===== src/sei_pkg.sv =====
// Shared constants and types for the segment and edge intersection block.
package sei_pkg;

  localparam int unsigned COORD_WIDTH_DEF     = 16;
  localparam int unsigned RATIO_FRAC_BITS_DEF = 16;

  // The unit normal is reported in Q2.14.
  localparam int unsigned NORM_WIDTH     = 16;
  localparam int unsigned NORM_FRAC_BITS = 14;
  // The squared normal ratio is resolved to two more bits than needed, so
  // that its root carries one extra bit for round to nearest.
  localparam int unsigned NORM_QUO_BITS  = 2 * NORM_FRAC_BITS + 3;
  localparam int unsigned NORM_ROOT_BITS = (NORM_QUO_BITS + 1) / 2;

  localparam int unsigned QUEUE_DEPTH = 4;

  typedef struct packed {
    logic full;
    logic empty;
  } queue_status_t;

endpackage


===== src/sei_fifo.sv =====
// Small register queue between the classifying front and the arithmetic back.
module sei_fifo import sei_pkg::*; #(
  parameter int unsigned WIDTH = 8,
  parameter int unsigned DEPTH = QUEUE_DEPTH
) (
  input  logic             clk_i,
  input  logic             rst_ni,
  input  logic             push_i,
  input  logic [WIDTH-1:0] data_i,
  input  logic             pop_i,
  output logic [WIDTH-1:0] data_o,
  output queue_status_t    status_o
);

  localparam int unsigned PTR_W = $clog2(DEPTH);

  logic [WIDTH-1:0] mem_q [DEPTH];
  logic [PTR_W:0]   wr_q, rd_q;

  always_ff @(posedge clk_i or negedge rst_ni) begin
    if (!rst_ni) begin
      wr_q <= '0;
      rd_q <= '0;
    end else begin
      if (push_i) wr_q <= wr_q + 1'b1;
      if (pop_i)  rd_q <= rd_q + 1'b1;
    end
  end

  always_ff @(posedge clk_i) begin
    if (push_i) mem_q[wr_q[PTR_W-1:0]] <= data_i;
  end

  assign data_o         = mem_q[rd_q[PTR_W-1:0]];
  assign status_o.empty = (wr_q == rd_q);
  assign status_o.full  = (wr_q[PTR_W] != rd_q[PTR_W]) &&
                          (wr_q[PTR_W-1:0] == rd_q[PTR_W-1:0]);

endmodule


===== config.mk =====
export PLATFORM = sky130hd
export DESIGN_NAME = sei_fifo
export DESIGN_NICKNAME = d
export VERILOG_FILES = /design/src/sei_pkg.sv /design/src/sei_fifo.sv
export SDC_FILE = /design/constraint.sdc
export NUM_CORES = 1
export LEC_CHECK = 0
export BUFFER_PORTS_ARGS = -buffer_cell sky130_fd_sc_hd__buf_2
export CAP_MARGIN = 10
export CORE_MARGIN = 3
export CORE_UTILIZATION = 59
export DETAILED_ROUTE_END_ITERATION = 12
export GPL_TIMING_DRIVEN = 0
export HOLD_SLACK_MARGIN = 0.06
export PLACE_DENSITY_LB_ADDON = 0.12
export SLEW_MARGIN = 10
export SYNTH_ARGS = -nofsm -noshare
export SYNTH_HDL_FRONTEND = slang
export SYNTH_SLANG_ARGS = --single-unit

===== constraint.sdc =====
create_clock -name clk_i -period 2.2 [get_ports clk_i]
set_clock_uncertainty 0.1 [all_clocks]
set_input_delay 0.22 -clock clk_i [delete_from_list [all_inputs] [get_ports clk_i]]
set_output_delay 0.22 -clock clk_i [all_outputs]
set_load 0.03 [all_outputs]

; ---- After elaboration in Yosys (flattened, before gate mapping)
; Memories as Yosys holds them, arrays and structs flattened.
; Cells that the tools add are included.
[totals]
mem_bits_rw = 32
register_bits = 6
input_bits = 12
elab_cells = 11
memories = 1
output_inout_bits = 10
[classes]
add_sub_neg = 2
n_eq_ne = 3
muxes = 2
n_reduce_logical = 1
[mem_list]
columns = name, depth, word_bits, rd, rd_ports_with_merged_regs, write_ports, line
row1 = mem_q, 4, 8, 1, 0, 1, sei_fifo.sv:17  ; logic [WIDTH-1:0] mem_q [DEPTH];
[ops]
columns = cell, count
row1 = adder 3 x 1 -> 3 bit (second input constant), 2
row2 = == test 3 bit, 1
row3 = == test 2 bit, 1
row4 = two-way mux 1 bit, 2
row5 = logical AND 1 bit, 1
row6 = != test 1 bit, 1

; ---- Logic depth before layout (Yosys ltp)
; Gate-level depths: netlist (run 1).
[logic_depth]
ltp_word = 2
mapped_depth = 4
ltp_nobuf = 4

; ---- Worst setup path before layout (run 1)
; Ideal clock, no wire load.
[synth_timing]
kind = register to output
startpoint = reg rd_q[1]
endpoint = out status_o[0] (netlist name)
slack_ns = 0.415
path_stages_with_launch = 4
arrival_ns = 1.465
n_path_buf = 1
required_time_ns = 1.880
path_cell_list = dfrtp_1 > buf_2 > xor2_1 > nor3b_1
[synth_rtl]
columns = item, line
row1 = "start, declared", sei_fifo.sv:18  ; logic [PTR_W:0] wr_q, rd_q;
row2 = "start signal, assigned", sei_fifo.sv:26  ; if (pop_i) rd_q <= rd_q + 1'b1;
row3 = "end, declared", sei_fifo.sv:12  ; output queue_status_t status_o

; ---- Worst setup path in the final report (run 1)
[layout_timing]
startpoint = reg rd_q[0]
endpoint = out data_o[6]
[layout_via]
elab_chain_len = 1
[layout_rtl]
columns = item, line
row1 = memory (4 x 8 bit), n/a
row2 = "end, declared", sei_fifo.sv:11  ; output logic [WIDTH-1:0] data_o,
; Every way passes these cells.

==> results of run 1 <==
-- cell type report --
cell class	count	area, sq um	area share (%)
Sequential cell	38	1111	62.01
Multi-Input combinational cell	30	365.4	20.39
Timing Repair Buffer	32	215.2	12.01
Clock buffer	5	37.54	2.095
Tap cell	28	35.03	1.955
Buffer	2	16.27	0.9078
Inverter	2	7.507	0.4190
Clock inverter	1	3.754	0.2095
-- registers in the layout, indices dropped and copies added, names as in the netlist --
name / count
rd_q: 3
wr_q: 3
mem_q: 32
-- power groups by stage --
stage                     Clock (mW)  Combinational (mW)  Sequential [mW]
after CTS                      0.317               0.983             1.04
after floorplan                    0               0.742             1.03
after global routing           0.353                1.05             1.06
after detailed placement           0               0.963             1.06
after global placement             0               0.944             1.05
final                          0.304               0.964             1.04
-- worst max-delay path by stage --
stage | slack (ns) | cells after the start | endpoint
finish | 0.27 | 3 | data_o[6]
global route | 0.19 | 3 | data_o[4]
CTS | 0.24 | 3 | data_o[6]
detailed placement | 0.62 | 3 | data_o[6]
global placement | 0.63 | 3 | data_o[4]
floorplan | 0.42 | 3 | status_o[0]
-- cells by family after synthesis --
family	count (synthesis)	synth area share (%)
muxes	9	12.76
adders and majority gates	5	4.170
DFF	38	74.06
xor gates and xnor gates	7	4.087
and+or+nand+nor	8	3.002
AOI/OAI and AO/OA	1	0.3333
buffers and inverters	4	1.584
-- routing by layer --
| layer | part of all wire, % | vias to the layer above |
|---|---|---|
| li1 | - | 353 |
| met1 | 40 | 371 |
| met2 | 54 | 22 |
| met3 | 5.5 | 5 |
| met4 | 1.3 | 0 |
| met5 | 0 | - |
-- stage by stage --
stage	cells	hold slack (ns)
after global placement	121	-0.05124
after CTS	138	0.1207
after global routing	138	0.1467
after detailed placement	121	-0.04944
after floorplan	72	-0.1756
final	138	0.1368
-- worst max-delay path, stage by stage (launching register included) --
cell and delay (ns):
dfrtp_1 0.38, buf_6 0.19, mux4_2 0.51, buf_2 0.19
-- cells in the final DEF (no fill, tap or decap) --
| cell type | synthesis | layout |
|---|---|---|
| nor3_1 | 1 | 1 |
| dfrtp_1 | 6 | 6 |
| clkbuf_4 | 0 | 5 |
| inv_1 | 2 | 2 |
| xnor2_1 | 2 | 2 |
| ha_1 | 5 | 5 |
| mux4_2 | 8 | 8 |
| xor2_1 | 5 | 5 |
| and2_1 | 4 | 4 |
| o21ai_0 | 1 | 1 |
| mux2_2 | 1 | 1 |
| buf_2 | 1 | 22 |
| buf_6 | 1 | 1 |
| clkinv_1 | 0 | 1 |
| dlygate4sd3_1 | 0 | 11 |
| edfxtp_1 | 32 | 32 |
| nor3b_1 | 1 | 1 |
| nand2_1 | 2 | 2 |
==> impl_metrics.json, run 1 <==
{
  "status": "completed",
  "start_util_pct": 64.71,
  "first_pass_iters": 4,
  "worst_ep_required_time_ns": 1.88,
  "numCtsBuffers": 5,
  "rsz0062_at_grt": "false",
  "drc_errors": 0,
  "die_w_microns": 56.43,
  "netlist_top_cells_count": "32 x edfxtp_1, 8 x mux4_2, 6 x dfrtp_1",
  "synth_cell_types": 15,
  "slew_violations": 0,
  "clkTransAtPathRegs_ns": 0.10,
  "cts_resized": 0,
  "grt_usage_pct": 17.06,
  "cts.sinks": 38,
  "internal_power_mw": 1.457,
  "n_fill_cell": 128,
  "busiest_layer": "met2",
  "grt_max_degree": 11,
  "r2r_end": "mem_q[0][2]",
  "rr_worst_depth": 3,
  "synth_seq_cells": 38,
  "sequentialPowerShare_pct": 45.0,
  "die_h_microns": 56.43,
  "grt_pass1_wl_microns": 3912,
  "reg2reg_from": "wr_q[1]",
  "drtIter0Drc": 9,
  "wire_per_inst_microns": 16.20,
  "yosysWarnings": 0,
  "final_util_pct": 77.28,
  "finalSetupViolCount": 0,
  "ios": 22,
  "gr-usage-met2_pct": 29.54,
  "crit_start": "rd_q[0]",
  "endpoint_kind": "output port",
  "p_clk_share_pct": 13.2,
  "clock_path_buffers": 2,
  "synthFlopType": "edfxtp_1",
  "grt_antenna_before_repair": 0,
  "min_period_over_period_pct": 87.60,
  "p_total_mw": 2.307,
  "place_congestion": 0.6554,
  "via_per_inst": 5.442,
  "yosysTopAreaCell": "edfxtp_1",
  "power.switching_mw": 0.8505,
  "die_area_sq_um": 3184,
  "synth_top_cell_area_share_pct": 64.05,
  "syn_area_per_cell_sq_um": 20.84,
  "met1_usage_pct": 19.04,
  "insertedDiodeCount": 0,
  "synth_edf_count": 32,
  "final_hold_viol_count": 0,
  "wl_microns": 2236,
  "rows": 17,
  "ys_async_sr_fraction_pct": 15.79,
  "postPlaceCellArea_sq_um": 1640,
  "clkLatencyLatePin_ns": 0.33,
  "ff2ff_setup_slack_ns": 0.66,
  "first_global_vias": 846,
  "tightest_slew_ns": 0.4817,
  "tns_ns": 0,
  "core_area_sq_um": 2318,
  "finalInstanceArea_sq_um": 1792,
  "post-cts-setup-buffers": 0,
  "synth.yosys.seq_area_share_pct": 74.06,
  "final_antenna_net_count": 0,
  "final_nets": 128,
  "finalCriticalPeriod_ns": 1.927,
  "ir_drop_mv": 0.8932,
  "cp.arrival_ns": 1.61,
  "cap_violations": 0,
  "cts_root_buf": "clkbuf_4",
  "total_leakage_power_nw": 0.6795,
  "power_frac_comb_pct": 41.8,
  "synth.most_common_cell": "edfxtp_1",
  "cts_hold_buf": 11,
  "pre_cts_slack_ns": 0.6167,
  "vias": 751,
  "synthCells": 72,
  "grtUsageMet3_pct": 5.747,
  "path_class": "reg2out",
  "area_growth_pct": 19.43,
  "dp_hpwl_microns": 1487,
  "startpoint_type": "flop",
  "slew_headroom_pct": 67.89,
  "final_layout_size_suffix_gt1_share_pct": 33.64,
  "sw_frac_of_total_pct": 36.87,
  "fmax_ghz": 0.5189,
  "hold_path.class": "in2async",
  "worst_slack_ns": 0.2729,
  "htreeDepth": 2,
  "synthTopCellsByArea": "edfxtp_1 64%, mux4_2 12%, dfrtp_1 10%, ha_1 4.2%, xor2_1 2.9%",
  "power_density_nw_per_um2": 1288,
  "port_buffers": 21,
  "cp_max_fo": 10,
  "gr-total-overflow": 0,
  "synth_area_sq_um": 1500,
  "cts_tree": "yes",
  "synth.net_count": 89
}
Note: power is estimated with default switching activity, not from simulation.
==> run 2: changes to the inputs <==
CORE_UTILIZATION = 25   (was 59)
==> run 2 against run 1 <==
  * Critical path type unchanged
  * Core utilization shrank 44 points
  * Count of clock-buffer cells in the layout is the same
  * Cell count is 33% higher
  * Sequential cell count unchanged
  * Register-to-register slack lost 0.02 ns
  * Wire length rose by 17%
==> impl_metrics.json, run 2 (same netlist as run 1, synthesis figures left out) <==
{
  "wire_per_inst_microns": 14.33,
  "hold_start": "push_i",
  "power_density_nw_per_um2": 1314,
  "whs_ns": 0.08952,
  "slew_headroom_pct": 63.59,
  "final_hold_viol_count": 0,
  "grt_pass1_wl_microns": 4333,
  "drtIter0Drc": 33,
  "dp_hpwl_microns": 1687,
  "tightest_slew_ns": 0.5462,
  "die_h_microns": 83.47,
  "cts_root_buf": "clkbuf_8",
  "cp_max_fo": 10,
  "core_area_sq_um": 5642,
  "ir_drop_mv": 0.4525,
  "finalCriticalPeriod_ns": 1.897,
  "slew_violations": 0,
  "endpoint_kind": "output port",
  "first_pass_iters": 4,
  "port_buffers": 21,
  "clock_path_buffers": 2,
  "die_area_sq_um": 6966,
  "fmax_ghz": 0.5271,
  "postPlaceCellArea_sq_um": 1695,
  "insertedDiodeCount": 0,
  "clkTransAtPathRegs_ns": 0.07,
  "cp.arrival_ns": 1.58,
  "status": "completed",
  "grt_antenna_before_repair": 0,
  "grt_usage_pct": 8.549,
  "pre_cts_slack_ns": 0.5896,
  "startpoint_type": "flop",
  "p_total_mw": 2.470,
  "area_growth_pct": 25.35,
  "start_util_pct": 26.59,
  "numCtsBuffers": 5,
  "place_congestion": 0.6525,
  "worst_slack_ns": 0.3027,
  "first_global_vias": 804,
  "drc_errors": 0,
  "total_leakage_power_nw": 0.6923,
  "gr-total-overflow": 0,
  "final_layout_size_suffix_gt1_share_pct": 35.14,
  "final_antenna_net_count": 0,
  "die_w_microns": 83.47,
  "via_per_inst": 4.126,
  "tns_ns": 0,
  "hold_path.class": "in2reg",
  "reg2reg_from": "wr_q[0]",
  "min_to": "wr_q[0]",
  "cap_violations": 0,
  "ios": 22,
  "rows": 27,
  "cts.sinks": 38,
  "n_fill_cell": 548,
  "whs_path_depth": 2,
  "finalInstanceArea_sq_um": 1881,
  "htreeDepth": 2,
  "cts_tree": "yes",
  "finalSetupViolCount": 0,
  "r2r_end": "mem_q[0][5]",
  "vias": 755,
  "final_cell_mix": "32 x edfxtp_1, 22 x buf_2, 10 x dlygate4sd3_1",
  "worst_ep_required_time_ns": 1.88,
  "cts_resized": 0,
  "ff2ff_setup_slack_ns": 0.64,
  "path_class": "reg2out",
  "final_nets": 127,
  "rr_worst_depth": 3,
  "rsz0062_at_grt": "false",
  "clkLatencyLatePin_ns": 0.28,
  "final_common_cell": "edfxtp_1",
  "largest_register_ffs": 32,
  "wl_microns": 2623,
  "min_period_over_period_pct": 86.24,
  "grt_max_degree": 13
}
## run 2: worst max-delay path: stages (launching register included)
cell     delay (ns)
dfrtp_1        0.37
buf_6          0.20
mux4_2         0.53
buf_2          0.19
## run 2: routing by layer
metal,share of wire [%],up-vias,GRT usage (%)
li1,-,352,-
met1,45,385,10.23
met2,50,16,13.56
met3,4.5,2,3.060
met4,1.3,0,4.386
met5,0,-,0
## run 2: stage by stage
step	std cells	util, %
finish	183	33.33
global route	183	33.33
CTS	183	33.33
detailed placement	165	30.05
global placement	165	30.05
floorplan	72	-
## run 2: power by group
part / switching, mW / internal, mW / total (mW)
Combinational: 0.603 / 0.386 / 0.988
Clock: 0.229 / 0.217 / 0.446
Sequential: 0.0737 / 0.963 / 1.04
## run 2: worst max path at each step
stage / slack (ns) / to / startpoint / depth (start not counted)
floorplan: 0.42 / status_o[0] / rd_q[1] / 3
global route: 0.24 / data_o[3] / rd_q[0] / 3
detailed placement: 0.59 / data_o[3] / rd_q[0] / 3
finish: 0.30 / data_o[3] / rd_q[0] / 3
global placement: 0.59 / data_o[3] / rd_q[0] / 3
CTS: 0.27 / data_o[3] / rd_q[0] / 3
## run 2: timing repair
action	in CTS	in global routing
hold endpoints to repair	39	0
hold buffers	10	0
buffers inserted	0	0
## run 2: layout make-up
type                       instances  area [sq um]  share of cell area, %
inverter                           2         7.507                 0.3992
timing repair buffer              31         205.2                  10.91
multi-input combinational         30         365.4                  19.43
tap                               72         90.09                  4.790
sequential                        38          1111                  59.08
buffer                             2         16.27                 0.8649
clock buffer                       5         68.82                  3.659
clock inverter                     3         16.27                 0.8649
